## config.mk

```make
export PLATFORM = sky130hd
export DESIGN_NAME = ipv4_header_generator
export DESIGN_NICKNAME = d
export VERILOG_FILES = /design/src/hdl/ihg_pkg.sv /design/src/hdl/ihg_front.sv /design/src/hdl/ihg_queue.sv /design/src/hdl/ihg_back.sv /design/src/hdl/ipv4_header_generator.sv
export SDC_FILE = /design/constraint.sdc
export NUM_CORES = 1
export LEC_CHECK = 0
export ABC_AREA = 1
export BUFFER_PORTS_ARGS = -buffer_cell sky130_fd_sc_hd__buf_2
export CORE_ASPECT_RATIO = 0.8
export CORE_UTILIZATION = 25
export DETAILED_ROUTE_END_ITERATION = 7
export PLACE_DENSITY = 0.49
export SETUP_SLACK_MARGIN = 0.2
export SYNTH_ARGS = -nofsm -noshare
export SYNTH_HDL_FRONTEND = slang
export SYNTH_SLANG_ARGS = --single-unit
export TNS_END_PERCENT = 1
```

## constraint.sdc

```tcl
create_clock -name clk -period 9.29 [get_ports clk]
set_input_delay 0.4645 -clock clk [delete_from_list [all_inputs] [get_ports clk]]
set_output_delay 0.4645 -clock clk [all_outputs]
set_load 0.03 [all_outputs]
```

## src/hdl/ihg_pkg.sv

```systemverilog
`timescale 1ns / 1ps
`default_nettype none
package ihg_pkg;

  localparam int unsigned HDR_WORDS   = 10;
  localparam int unsigned HDR_BYTES   = 20;
  localparam int unsigned QUEUE_DEPTH = 2;
  localparam int unsigned QUEUE_AW    = $clog2(QUEUE_DEPTH);
  localparam int unsigned QUEUE_CW    = $clog2(QUEUE_DEPTH + 1);

  localparam logic [7:0]  VER_IHL   = 8'h45;
  localparam logic [7:0]  TTL_VALUE = 8'd64;
  localparam logic [15:0] MASK16    = 16'hffff;

  // Word positions within the header
  localparam logic [3:0] W_VER    = 4'd0;
  localparam logic [3:0] W_TOTLEN = 4'd1;
  localparam logic [3:0] W_IDENT  = 4'd2;
  localparam logic [3:0] W_FRAG   = 4'd3;
  localparam logic [3:0] W_TTLPRO = 4'd4;
  localparam logic [3:0] W_CSUM   = 4'd5;
  localparam logic [3:0] W_SRC_HI = 4'd6;
  localparam logic [3:0] W_SRC_LO = 4'd7;
  localparam logic [3:0] W_DST_HI = 4'd8;
  localparam logic [3:0] W_DST_LO = 4'd9;
  localparam logic [3:0] W_LAST   = W_DST_LO;

  // Constant part of the header sum: version/IHL, TTL and header byte count
  localparam logic [15:0] SUM_CONST = {VER_IHL, 8'h00} + {TTL_VALUE, 8'h00}
                                      + 16'(HDR_BYTES);

  typedef struct packed {
    logic [31:0] src;
    logic [31:0] dst;
    logic [7:0]  proto;
    logic [11:0] total_len;
    logic [15:0] csum;
  } ihg_desc_t;

  function automatic logic [15:0] hdr_word_sel(input ihg_desc_t d, input logic [3:0] idx);
    logic [15:0] w;
    w = 16'h0000;
    unique case (idx)
      W_VER:    w = {VER_IHL, 8'h00};
      W_TOTLEN: w = {4'h0, d.total_len};
      W_IDENT:  w = 16'h0000;
      W_FRAG:   w = 16'h0000;
      W_TTLPRO: w = {TTL_VALUE, d.proto};
      W_CSUM:   w = d.csum;
      W_SRC_HI: w = d.src[31:16];
      W_SRC_LO: w = d.src[15:0];
      W_DST_HI: w = d.dst[31:16];
      W_DST_LO: w = d.dst[15:0];
      default:  w = 16'h0000;
    endcase
    return w;
  endfunction

endpackage
`default_nettype wire

```

## src/hdl/ihg_front.sv

```systemverilog
`timescale 1ns / 1ps
`default_nettype none
module ihg_front (
  input  wire logic              clk,
  input  wire logic              rst,
  input  wire logic              push,
  output logic                   full,
  input  wire logic [31:0]       dest_addr,
  input  wire logic [7:0]        protocol,
  input  wire logic [10:0]       payload_length,
  input  wire logic [31:0]       source_addr,
  output logic                   q_push,
  output ihg_pkg::ihg_desc_t     q_data,
  input  wire logic              q_full
);
  import ihg_pkg::*;

  logic        s1_valid;
  logic [31:0] s1_src;
  logic [31:0] s1_dst;
  logic [7:0]  s1_proto;
  logic [11:0] s1_total_len;
  logic [17:0] s1_sum_a;
  logic [17:0] s1_sum_b;

  logic        s2_valid;
  ihg_desc_t   s2_desc;

  logic        s1_adv;
  logic        s2_adv;
  logic        accept;
  logic [18:0] sum_all;
  logic [16:0] fold1;
  logic [15:0] fold2;

  assign s2_adv = !s2_valid || !q_full;
  assign s1_adv = !s1_valid || s2_adv;
  assign full   = !s1_adv;
  assign accept = push && !full;

  assign q_push = s2_valid && !q_full;
  assign q_data = s2_desc;

  // Ones'-complement sum with end-around carry, two folds cover ten words
  assign sum_all = 19'(s1_sum_a) + 19'(s1_sum_b);
  assign fold1   = 17'(sum_all[15:0]) + 17'(sum_all[18:16]);
  assign fold2   = fold1[15:0] + 16'(fold1[16]);

  always_ff @(posedge clk) begin
    if (rst) begin
      s1_valid <= 1'b0;
      s2_valid <= 1'b0;
    end else begin
      if (s1_adv) s1_valid <= accept;
      if (s2_adv) s2_valid <= s1_valid;
    end
  end

  always_ff @(posedge clk) begin
    if (accept) begin
      s1_src       <= source_addr;
      s1_dst       <= dest_addr;
      s1_proto     <= protocol;
      s1_total_len <= 12'(payload_length) + 12'(HDR_BYTES);
      s1_sum_a     <= 18'(source_addr[31:16]) + 18'(source_addr[15:0])
                      + 18'(dest_addr[31:16]);
      s1_sum_b     <= 18'(dest_addr[15:0]) + 18'(payload_length) + 18'(protocol)
                      + 18'(SUM_CONST);
    end
    if (s2_adv && s1_valid) begin
      s2_desc.src       <= s1_src;
      s2_desc.dst       <= s1_dst;
      s2_desc.proto     <= s1_proto;
      s2_desc.total_len <= s1_total_len;
      s2_desc.csum      <= ~fold2 & MASK16;
    end
  end

endmodule
`default_nettype wire

```

## src/hdl/ihg_queue.sv

```systemverilog
`timescale 1ns / 1ps
`default_nettype none
module ihg_queue (
  input  wire logic              clk,
  input  wire logic              rst,
  input  wire logic              wr_en,
  input  ihg_pkg::ihg_desc_t     wr_data,
  output logic                   full,
  input  wire logic              rd_en,
  output ihg_pkg::ihg_desc_t     rd_data,
  output logic                   empty
);
  import ihg_pkg::*;

  ihg_desc_t             entries [QUEUE_DEPTH];
  logic [QUEUE_AW-1:0]   wr_ptr;
  logic [QUEUE_AW-1:0]   rd_ptr;
  logic [QUEUE_CW-1:0]   count;
  logic                  do_wr;
  logic                  do_rd;

  assign full    = (count == QUEUE_CW'(QUEUE_DEPTH));
  assign empty   = (count == '0);
  assign do_wr   = wr_en && !full;
  assign do_rd   = rd_en && !empty;
  assign rd_data = entries[rd_ptr];

  always_ff @(posedge clk) begin
    if (rst) begin
      wr_ptr <= '0;
      rd_ptr <= '0;
      count  <= '0;
    end else begin
      if (do_wr) wr_ptr <= (wr_ptr == QUEUE_AW'(QUEUE_DEPTH - 1)) ? '0 : wr_ptr + 1'b1;
      if (do_rd) rd_ptr <= (rd_ptr == QUEUE_AW'(QUEUE_DEPTH - 1)) ? '0 : rd_ptr + 1'b1;
      if (do_wr && !do_rd) count <= count + 1'b1;
      else if (do_rd && !do_wr) count <= count - 1'b1;
    end
  end

  always_ff @(posedge clk) begin
    if (do_wr) entries[wr_ptr] <= wr_data;
  end

endmodule
`default_nettype wire

```

## src/hdl/ihg_back.sv

```systemverilog
`timescale 1ns / 1ps
`default_nettype none
module ihg_back (
  input  wire logic              clk,
  input  wire logic              rst,
  input  wire logic              q_empty,
  output logic                   q_pop,
  input  ihg_pkg::ihg_desc_t     q_data,
  output logic                   empty,
  input  wire logic              pop,
  output logic [15:0]            header_word,
  output logic [3:0]             word_index,
  output logic                   last
);
  import ihg_pkg::*;

  ihg_desc_t   cur;
  logic        cur_valid;
  logic [3:0]  cnt;
  logic        out_valid;
  logic        load_out;
  logic        cur_done;

  assign empty    = !out_valid;
  assign load_out = cur_valid && (!out_valid || pop);
  assign cur_done = load_out && (cnt == W_LAST);
  // Refill on the beat that sends the last word so headers run back to back
  assign q_pop    = !q_empty && (!cur_valid || cur_done);

  always_ff @(posedge clk) begin
    if (rst) begin
      cur_valid <= 1'b0;
      out_valid <= 1'b0;
      cnt       <= '0;
    end else begin
      if (q_pop) begin
        cur_valid <= 1'b1;
        cnt       <= '0;
      end else if (cur_done) begin
        cur_valid <= 1'b0;
        cnt       <= '0;
      end else if (load_out) begin
        cnt <= cnt + 1'b1;
      end
      if (load_out) out_valid <= 1'b1;
      else if (pop) out_valid <= 1'b0;
    end
  end

  always_ff @(posedge clk) begin
    if (q_pop) cur <= q_data;
    if (load_out) begin
      header_word <= hdr_word_sel(cur, cnt);
      word_index  <= cnt;
      last        <= (cnt == W_LAST);
    end
  end

endmodule
`default_nettype wire

```

## src/hdl/ipv4_header_generator.sv

```systemverilog
// IPv4 header generator. Each request (destination address, protocol,
// payload length) produces a 20-byte header as ten 16-bit big-endian beats,
// word_index 0..9, last set on the tenth. The source address comes from the
// source_addr register; write it only while no request is in flight. Header
// checksum is computed in a two-stage front pipeline, the finished header
// waits in a two-entry queue; the back end sends one word per cycle while
// the result side pops, and requests are taken while earlier headers go out.
// A request passes both front stages, the queue and the back end's header
// register before its first word reaches the result ports; full rises when
// the front pipeline and the queue hold headers the back end has not started.
`timescale 1ns / 1ps
`default_nettype none
module ipv4_header_generator (
  input  wire logic        clk,
  input  wire logic        rst,
  input  wire logic        source_addr_we,
  input  wire logic [31:0] source_addr,
  input  wire logic        push,
  output logic             full,
  input  wire logic [31:0] dest_addr,
  input  wire logic [7:0]  protocol,
  input  wire logic [10:0] payload_length,
  output logic             empty,
  input  wire logic        pop,
  output logic [15:0]      header_word,
  output logic [3:0]       word_index,
  output logic             last
);
  import ihg_pkg::*;

  logic [31:0] src_reg;
  logic        q_wr;
  ihg_desc_t   q_wr_data;
  logic        q_full;
  logic        q_rd;
  ihg_desc_t   q_rd_data;
  logic        q_empty;

  always_ff @(posedge clk) begin
    if (rst) begin
      src_reg <= '0;
    end else if (source_addr_we) begin
      src_reg <= source_addr;
    end
  end

  ihg_front u_front (
    .clk            (clk),
    .rst            (rst),
    .push           (push),
    .full           (full),
    .dest_addr      (dest_addr),
    .protocol       (protocol),
    .payload_length (payload_length),
    .source_addr    (src_reg),
    .q_push         (q_wr),
    .q_data         (q_wr_data),
    .q_full         (q_full)
  );

  ihg_queue u_queue (
    .clk     (clk),
    .rst     (rst),
    .wr_en   (q_wr),
    .wr_data (q_wr_data),
    .full    (q_full),
    .rd_en   (q_rd),
    .rd_data (q_rd_data),
    .empty   (q_empty)
  );

  ihg_back u_back (
    .clk         (clk),
    .rst         (rst),
    .q_empty     (q_empty),
    .q_pop       (q_rd),
    .q_data      (q_rd_data),
    .empty       (empty),
    .pop         (pop),
    .header_word (header_word),
    .word_index  (word_index),
    .last        (last)
  );

endmodule
`default_nettype wire

```

# Yosys cells after proc, flatten, opt, wreduce, memory -nomap -nowiden
# Memories as Yosys holds them, arrays and structs flattened. A register that Yosys moved wholly into a read port is not among the register bits.
# Cells that the tools add are included.
dict set report op_classes {
  n_addsub 14
  n_eq_ne 8
  muxes 11
  bitwise 1
  n_reduce_logical 29
}
# operator count
set op_table {}
lappend op_table {{case mux 16 bit (8 select lines)} 1}
lappend op_table {{adder 18 x 18 -> 19 bit} 1}
lappend op_table {{adder 18 x 16 -> 18 bit} 1}
lappend op_table {{adder 18 x 16 -> 18 bit, second input constant} 1}
lappend op_table {{adder 18 x 8 -> 18 bit} 1}
lappend op_table {{adder 16 x 11 -> 17 bit} 1}
lappend op_table {{adder 16 x 16 -> 17 bit} 1}
lappend op_table {{adder 16 x 3 -> 17 bit} 1}
lappend op_table {{adder 16 x 1 -> 16 bit} 1}
lappend op_table {{equality test 4 x 3 -> 1 bit, second input constant} 4}
lappend op_table {{inverter 16 bit} 1}
lappend op_table {{adder 11 x 5 -> 12 bit, second input constant} 1}
lappend op_table {{logical AND 1 bit} 10}
lappend op_table {{zero test 1 bit} 9}
lappend op_table {{equality test 4 bit, second input constant} 2}
lappend op_table {{2-to-1 mux 1 bit} 8}
lappend op_table {{nonzero test 2 bit} 3}
lappend op_table {{adder 4 x 1 -> 4 bit, second input constant} 1}
lappend op_table {{equality test 4 x 1 -> 1 bit, second input constant} 1}
lappend op_table {{zero test 4 bit} 1}
lappend op_table {{logical OR 1 bit} 4}
lappend op_table {{2-to-1 mux 2 bit} 2}
lappend op_table {{OR reduction 3 bit} 1}
lappend op_table {{adder 1 bit, second input constant} 2}
lappend op_table {{other kinds (4)} 4}
dict set report totals {
  ff_bits 285
  ramBits 200
  word_cells 87
  memories 1
}
# memory words width read_ports rd_clocked_by_memory_dff wr line_no
set memory_table {}
lappend memory_table {u_queue.entries 2 100 1 1 1 ihg_queue.sv:15} ;# ihg_desc_t entries [QUEUE_DEPTH];

# Depth between registers and ports, before layout
# Gate-level depths: netlist (run 1).
dict set report logic_depth {
  word_depth 10
  depth_mapped 39
  mapped_depth_nobuf 39
}

# Modules after synthesis
# From an unflattened synthesis (run 1), not the netlist that was laid out.
dict set report hier_totals {
  hier_cells 1792
  hier_area_um2 24788.8
}
# module instances cells_each area_per_inst_um2
set by_module_without_submodules {}
lappend by_module_without_submodules {ihg_front 1 849 10553.9}
lappend by_module_without_submodules {ihg_queue 1 348 7965.1}
lappend by_module_without_submodules {ihg_back 1 392 4931.0}
lappend by_module_without_submodules {ipv4_header_generator 1 203 1338.8}

# Least setup slack after synthesis (run 1)
# Ideal clock, no wire load.
dict set report synth_path {
  kind {flip-flop to flip-flop}
  from {reg u_queue.count[0]}
  to {mem u_queue.entries[1][0] in the netlist's numbering, enable pin}
  setup_time_ns 0.561
  t_arrival_ns 4.858
  required_time_ns 8.729
  setup_slack_ns 3.871
  path_stages_with_launch 5
  period_less_slack_ns 5.419
  cell_sequence {dfxtp_1 > inv_1 > a21oi_1 > inv_1 > nor2_1}
}
dict set report synth_between {
  elab_chain_cells 6
}
# item line_no
set synth_lines {}
lappend synth_lines {{from (decl)} ihg_queue.sv:18} ;# logic [QUEUE_CW-1:0] count;
lappend synth_lines {{from (signal assigned)} ihg_queue.sv:36} ;# if (do_wr && !do_rd) count <= count + 1'b1;
lappend synth_lines {{from (signal assigned)} ihg_queue.sv:37} ;# else if (do_rd && !do_wr) count <= count - 1'b1;
lappend synth_lines {{equality test 2 bit *} ihg_queue.sv:22} ;# assign full = (count == QUEUE_CW'(QUEUE_DEPTH));
lappend synth_lines {{zero test 1 bit *} {ihg_front.sv:41, ihg_queue.sv:24}}
lappend synth_lines {{logical AND 1 bit} ihg_front.sv:41} ;# assign q_push = s2_valid && !q_full;
lappend synth_lines {{logical AND 1 bit *} ihg_queue.sv:24} ;# assign do_wr = wr_en && !full;
lappend synth_lines {{net u_queue.do_wr} ihg_queue.sv:19} ;# logic do_wr;
lappend synth_lines {{2-to-1 mux 1 bit *} ihg_queue.sv:42} ;# if (do_wr) entries[wr_ptr] <= wr_data;
lappend synth_lines {{2-to-1 mux 1 bit (not written as such) *} ihg_queue.sv:42}
lappend synth_lines {{to (decl)} ihg_queue.sv:15}
# Mark *: on every way through the listed nets, which the timed path passes. The rest lies on a longest branch.

# Worst setup path in the final report (run 1)
dict set report layout_path {
  from {reg u_front.s1_sum_a[7]}
  to {reg u_front.s2_desc (netlist bit u_front.q_data[14]), data pin}
}
dict set report layout_between {
  elab_chain_cells 4
}
# item line_no
set layout_lines {}
lappend layout_lines {{from (decl)} ihg_front.sv:23} ;# logic [17:0] s1_sum_a;
lappend layout_lines {{from (signal assigned)} ihg_front.sv:65} ;# s1_sum_a <= 18'(source_addr[31:16]) + 18'(source_addr[15:0])
lappend layout_lines {{adder 18 x 18 -> 19 bit} ihg_front.sv:45} ;# assign sum_all = 19'(s1_sum_a) + 19'(s1_sum_b);
lappend layout_lines {{adder 16 x 3 -> 17 bit} ihg_front.sv:46} ;# assign fold1 = 17'(sum_all[15:0]) + 17'(sum_all[18:16]);
lappend layout_lines {{adder 16 x 1 -> 16 bit} ihg_front.sv:47} ;# assign fold2 = fold1[15:0] + 16'(fold1[16]);
lappend layout_lines {{inverter 16 bit} ihg_front.sv:75} ;# s2_desc.csum <= ~fold2 & MASK16;
lappend layout_lines {{to (decl)} ihg_front.sv:27} ;# ihg_desc_t s2_desc;
# No other way between the ends.
# A chain may end at the register's enable or synchronous reset.

==> results of run 1 <==
[worst max-delay path: cells and delay by family, from the launching register on]
| kind | cells | cell delay, ns |
|---|---|---|
| buffers and inverters | 2 | 0.09 |
| adders and majority gates | 3 | 0.98 |
| xor gates and xnor gates | 1 | 0.17 |
| DFF | 1 | 0.39 |
| and+or+nand+nor | 28 | 3.10 |
| AOI/OAI and AO/OA | 3 | 0.65 |
[power groups by stage]
stage          Combinational (mW)  Sequential, mW  Clock, mW
2_1_floorplan                1.43            3.73          0
5_1_grt                      2.40            3.75       2.60
4_1_cts                      2.17            3.72       2.51
6_report                     2.12            3.71       2.45
3_5_place_dp                 2.16            3.77          0
3_3_place_gp                 2.16            3.76          0
[routing by layer]
| layer | up-vias | GRT usage |
|---|---|---|
| li1 | 7167 | - |
| met1 | 6873 | 0.161 |
| met4 | 14 | 0.0372 |
| met2 | 263 | 0.195 |
| met3 | 97 | 0.0263 |
| met5 | - | 0 |
[worst min-delay path by stage]
| stage | start | end | slack, ns | depth (start not counted) |
|---|---|---|---|---|
| after floorplan | u_front.s1_total_len[0] | u_front.q_data[16] | 0.40 | 0 |
| after detailed placement | u_front.s1_total_len[10] | u_front.q_data[26] | 0.40 | 0 |
| after global routing | dest_addr[21] | u_front.s1_dst[21] | 0.01 | 1 |
| final | dest_addr[16] | u_front.s1_dst[16] | 0.04 | 1 |
| after global placement | u_front.s1_src[18] | u_front.q_data[86] | 0.40 | 0 |
| after CTS | dest_addr[21] | u_front.s1_dst[21] | 0.0004 | 1 |
[through the flow]
stage,std cells,worst slack [ns],total power [mW]
after floorplan,1976,3.87,5.16
after global placement,3356,3.75,5.92
after detailed placement,3356,3.63,5.93
after CTS,3471,3.63,8.40
after global routing,3471,2.99,8.75
final,3473,3.66,8.28
[cell usage in the layout, fill, tap and decap left out, drive strengths merged]
master / n
nand2: 595
edfxtp: 541
nor2: 138
inv: 129
buf: 120
ha: 93
clkbuf: 83
nand3: 79
a21oi: 73
o21ai: 61
xor2: 55
dfxtp: 44
nand4: 23
clkinv: 22
xnor2: 21
a221oi: 16
a22o: 12
nor3: 11
bufinv: 7
o21bai: 7
a31oi: 6
a21o: 6
fa: 6
nand3b: 6
a21boi: 3
o31ai: 3
clkinvlp: 3
diode: 2
o211ai: 2
or2: 2
a41oi: 1
o311ai: 1
and3: 1
nor3b: 1
[layout make-up]
cell class | instances | area share
multi-input combinational | 1222 | 0.233
clock inverter | 32 | 0.0126
sequential | 585 | 0.599
antenna | 2 | 0.000175
clock buffer | 83 | 0.0585
tap | 1300 | 0.0569
timing repair buffer | 120 | 0.0219
inverter | 129 | 0.0172
[logic make-up (layout without fill, tap and decap cells)]
kind of cell,count (synthesis),after routing
and+or+nand+nor,856,856
AOI/OAI and AO/OA,191,191
other,0,2
adders and majority gates,99,99
DFF,585,585
xor gates and xnor gates,76,76
buffers and inverters,169,364
[cells in the mapped netlist, drive strengths merged]
| cell type | count | area, um2 |
|---|---|---|
| clkinv | 1 | 3.75 |
| a21boi | 3 | 22.5 |
| xor2 | 55 | 482 |
| a221oi | 16 | 140 |
| nor2 | 138 | 578 |
| a21o | 6 | 45.0 |
| fa | 6 | 120 |
| dfxtp | 44 | 881 |
| a21oi | 73 | 365 |
| nand2 | 595 | 2280 |
| o31ai | 3 | 22.5 |
| and3 | 1 | 6.26 |
| xnor2 | 21 | 184 |
| inv | 128 | 480 |
| buf | 2 | 15.0 |
| o311ai | 1 | 8.76 |
| a31oi | 6 | 37.5 |
| edfxtp | 541 | 16200 |
| nand3 | 79 | 428 |
| nor3 | 11 | 55.1 |
| a22o | 12 | 105 |
| or2 | 2 | 12.5 |
| ha | 93 | 1160 |
| a41oi | 1 | 8.76 |
| nand4 | 23 | 144 |
| nand3b | 6 | 48.8 |
| clkbuf | 38 | 143 |
| o21bai | 7 | 56.3 |
| o21ai | 61 | 305 |
| nor3b | 1 | 7.51 |
| o211ai | 2 | 15.0 |
==> impl_metrics.toml, run 1 <==
[power]
switching_power_mw = 2.73
switching_share = 0.330
peakVddDrop_uv = 160
power_frac_seq = 0.448
clkPwrFrac = 0.296
intPower_mw = 5.55
combinationalPowerShare = 0.256
cellPowerDensity_nw_per_um2 = 290
leakagePower_nw = 11.1

[sta]
tightest_slew_ns = 1.07
min_period_ns = 5.63
max-slew-margin-rel = 0.288
skew_ns = 0.0130
hold_ws_ns = 0.0414
timing.fmax_mhz = 178
tns_ns = 0
setup_viol = 0
rsz0062_at_grt = "false"
hold_violations = 0
finalCritPeriodShare = 0.606
drv_slew = 0

[floorplan]
die_h_um = 281
initial_utilization = 0.252
dieWidth_um = 351
io_pins = 111
core_area_um2 = 96700
rows = 102
die-area_um2 = 98900

[finish]
stdcell_area_um2 = 28600
seqCellArea_um2 = 17100
area_growth_pct = 17.0
top_register = "u_queue.entries"
final_util = 0.295
drive_above_1_share = 0.122
fill_cells = 9941
num-nets-final = 2306
multi_input_area_um2 = 6670
largest_reg_flops = 200

[detailed_routing]
via_count = 14414
vias_per_cell = 4.15
wl_met2_um = 27700
top_layer_used = "met5"
wl_met1_um = 27500
finalWirelength_um = 59800
drt_iter0_markers = 937
avgRoutedWirePerCell_um = 17.2
met3_wirelength_um = 3020
route.detailed.drc = 0
detail-route-antenna-nets = 0
drtPass1Iterations = 7

[global_route]
grt_pass1_wl_um = 89400
first_global_vias = 14250
grt_max_degree = 78
grt_overflow = 0
antenna_found_initial = 10
groute.usage.overall = 0.121

[worst_setup_path]
reg2reg_setup_slack_ns = 3.66
arrival_ns = 6.01
path_max_fanout = 6
rr_worst_depth = 37
crit_path_end = "u_front.q_data[14]"
crit_type = "reg2reg"
crit_path_end_kind = "flop"
slowest_stage = "fa_1"
slowest_delay_ns = 0.45
cp_data_required_time_ns = 9.67
path_common_cell = "nand2_1"
cp-start-kind = "flop"
startpoint = "u_front.s1_sum_a[7]"
worstReg2RegEnd = "u_front.q_data[14]"
reg2reg_from = "u_front.s1_sum_a[7]"

[synth]
synth_seq_area_share = 0.702
synthMuxAreaShare = 0
synth_top_family_by_area = "simple AND/OR/NAND/NOR gates"
synth-seq-cells = 585
avgSynthCellArea_um2 = 12.4
yosys_warnings = 0
synth_compound_area_frac = 0.0464
yosys.area_share.simple = 0.146
syn_nets = 2163
synth_xor_area_frac = 0.0273
netlist_instances = 1976
synth_adder_area_share = 0.0526
synthDistinctLibCells = 43
syn_area_um2 = 24400

[placement]
routabilityCongestion = 0.825
port_buffers = 110
dp_hpwl_um = 43200
place_area_um2 = 26500

[cts]
h-tree-depth = 2
cts_tree = "yes"
numCtsBuffers = 61
cts_setup_buffers = 0
clk_pin_slew_ns = 0.07
worstSkewPairLatency_ns = 0.63
cts.sinks = 585
ctsRootBufferMaster = "clkbuf_16"
cts_resized = 0
clock_path_buffers = 3
hold_buffers = 0

[run_status]
outcome = "finished, final reports clean"

[worst_hold_path]
hold_path_class = "in2reg"

[job]
maxCapViolations = 0
Note: power is estimated with default switching activity, not from simulation.
==> run 2, diff against run 1 <==
ABC_AREA = 0   (was 1)
clock period = 5.45 ns   (was 9.29 ns; I/O delays follow)
==> run 2 against run 1 <==
Against the previous run: synthesized cell count shrank 24%; total power grew 64%; largest cell class unchanged; clock skew shrank 0.0034 ns; the run now ends with negative setup slack left; highest routed layer unchanged.
==> impl_metrics.toml, run 2 <==
[synth]
synth_seq_area_share = 0.713
synth_ff_type = "edfxtp_1"
synthArstFlopShare = 0
yosys_warnings = 0
synth-seq-cells = 585
synth_commonest_cells = "541 x edfxtp_1, 106 x nor2_1, 100 x mux2_2"
synthDistinctLibCells = 74
netlist_instances = 1505
netlist.area_leader.share = 0.676
avgSynthCellArea_um2 = 16.0
synth_top_area_cell = "edfxtp_1"
ys_top_cells_by_area = "edfxtp_1 68%, ha_1 4.8%, mux2_2 4.7%"
syn_nets = 1692
synth_most_common_cell = "edfxtp_1"
syn_area_um2 = 24000
synth_edf_count = 541

[worst_setup_path]
crit_path_end_kind = "flop"
crit_type = "reg2reg"
slowest_delay_ns = 0.40
arrival_ns = 5.90
cp_data_required_time_ns = 5.83
slowest_stage = "or3_4"
path_max_fanout = 5
reg2reg_setup_slack_ns = -0.07
cp-start-kind = "flop"

[global_route]
grt_overflow = 0
grt_pass1_wl_um = 84300
met2_usage = 0.192
groute.usage.overall = 0.115
grt_max_degree = 121
first_global_vias = 13556
top_usage_layer = "met2"
antenna_found_initial = 2
grt_use_met3 = 0.0195
grtUsageMet1 = 0.154

[detailed_routing]
finalWirelength_um = 56300
via_count = 13128
route.detailed.drc = 0
vias_per_cell = 4.21
detail-route-antenna-nets = 0
avgRoutedWirePerCell_um = 18.1
drt_iter0_markers = 861
drtPass1Iterations = 5

[sta]
finalCritPeriodShare = 1.01
finalWorstSetupSlack_ns = -0.0715
skew_ns = 0.00962
hold_violations = 0
setup_viol = 5
tightest_slew_ns = 1.32
min_period_ns = 5.52
max-slew-margin-rel = 0.119
timing.fmax_mhz = 181
rsz0062_at_grt = "true"
drv_slew = 0

[job]
maxCapViolations = 0

[floorplan]
rows = 101
dieWidth_um = 349
io_pins = 111
die_h_um = 279
die-area_um2 = 97300
initial_utilization = 0.253
core_area_um2 = 95000

[finish]
seqCellArea_um2 = 17100
multi_input_area_um2 = 6740
num-nets-final = 1965
stdcell_area_um2 = 29300
final_util = 0.309
largest_reg_flops = 200
instances_no_fill = 3117
top_register = "u_queue.entries"
layout_common_cells = "541 x edfxtp_1, 110 x buf_2, 101 x nor2_1"
final_common_cell = "edfxtp_1"
fill_cells = 9484
drive_above_1_share = 0.219
area_growth_pct = 22.1

[cts]
clock_path_buffers = 3
worstSkewPairLatency_ns = 0.62
ctsRootBufferMaster = "clkbuf_16"
clk_pin_slew_ns = 0.06
h-tree-depth = 2
cts.sinks = 585
cts_tree = "yes"
numCtsBuffers = 60

[run_status]
outcome = "finished with violations"
violations = "negative setup slack"

[power]
leakagePower_nw = 10.4
cellPowerDensity_nw_per_um2 = 462
peakVddDrop_uv = 301
totalPowerFinal_mw = 13.6

[placement]
port_buffers = 110
dp_hpwl_um = 39400
dp_cells = 2916
routabilityCongestion = 0.829
place_area_um2 = 26500

[worst_hold_path]
hold_path_class = "in2reg"
[run 2: cell count changes in the layout (fill, tap and decap cells not counted), moves of 21 or more]
cell	delta
nand2_1	-538
mux2_2	+100
dlygate4sd3_1	+81
inv_1	-74
nand3_1	-48
xnor2_1	+47
buf_4	+45
mux2i_1	+42
o21ai_0	-35
a22oi_1	+30
xor2_1	-29
nor2_1	-21
[run 2: final cells by class]
cell class              count  area share
diodes                      1   0.0000853
clock buffers              85      0.0557
clock inverters            28     0.00849
inverters                  48     0.00618
multi-input cells         836       0.230
flip-flops and latches    585       0.584
well taps                1287      0.0549
repair buffers            247      0.0611
[run 2: stage by stage]
stage / TNS, ns / hold slack (ns) / worst slack, ns
floorplan: -14.18 / 0.371 / -0.320
global placement: -4.22 / 0.401 / -0.540
detailed placement: -6.56 / 0.405 / -0.763
CTS: 0 / 0.0182 / 0.000475
global route: -3.04 / 0.0384 / -0.451
finish: -0.231 / 0.0533 / -0.0715
[run 2: kinds of logic (layout without fill, tap and decap cells)]
kind of cell    count (synthesis)  after routing  share of synthesized area
compound gates                226            226                     0.0652
xor+xnor                       95             95                     0.0349
fa+ha+maj                      99             99                     0.0534
buf+inv                        84            408                     0.0135
flops                         585            585                      0.713
mux                           142            142                     0.0644
other cells                     0              1                          0
simple gates                  274            274                     0.0556
[run 2: routing by layer]
metal	wire, um	up-vias
li1	-	6305
met1	26500	6533
met2	26800	211
met3	2000	77
met4	970	2
met5	11	-
[run 2: final timing paths]
| check | start | cells past startpoint | end |
|---|---|---|---|
| worst max register to register | u_front.s1_sum_a[0] | 32 | u_front.q_data[15] |
| worst max-delay path | u_front.s1_sum_a[0] | 32 | u_front.q_data[15] |
| worst min-delay path | payload_length[9] | 2 | u_front.s1_total_len[9] |
| worst min register to register | u_front.s1_src[31] | 0 | u_front.q_data[99] |
[run 2: critical path: cells and delay by family (launching register included)]
kind / cells / cell delay (ns)
compound gates: 8 / 1.26
fa+ha+maj: 5 / 1.16
buf+inv: 4 / 0.33
flops: 1 / 0.39
simple gates: 15 / 2.14
[run 2: what timing repair did]
item	in CTS	in global routing
buffers inserted	5	1
cloned	0	0
pin swaps	24	11
hold buffers	81	0
endpoints found under the hold margin	81	0
endpoints found under the setup margin	15	13
gates resized for setup	27	7
[run 2: report_power, final]
part | internal [mW] | switching (mW) | leakage (nW) | total [mW]
registers | 5.82 | 0.334 | 5.45 | 6.15
clock network | 2.23 | 1.72 | 0.914 | 3.96
logic | 1.42 | 2.03 | 4.09 | 3.45
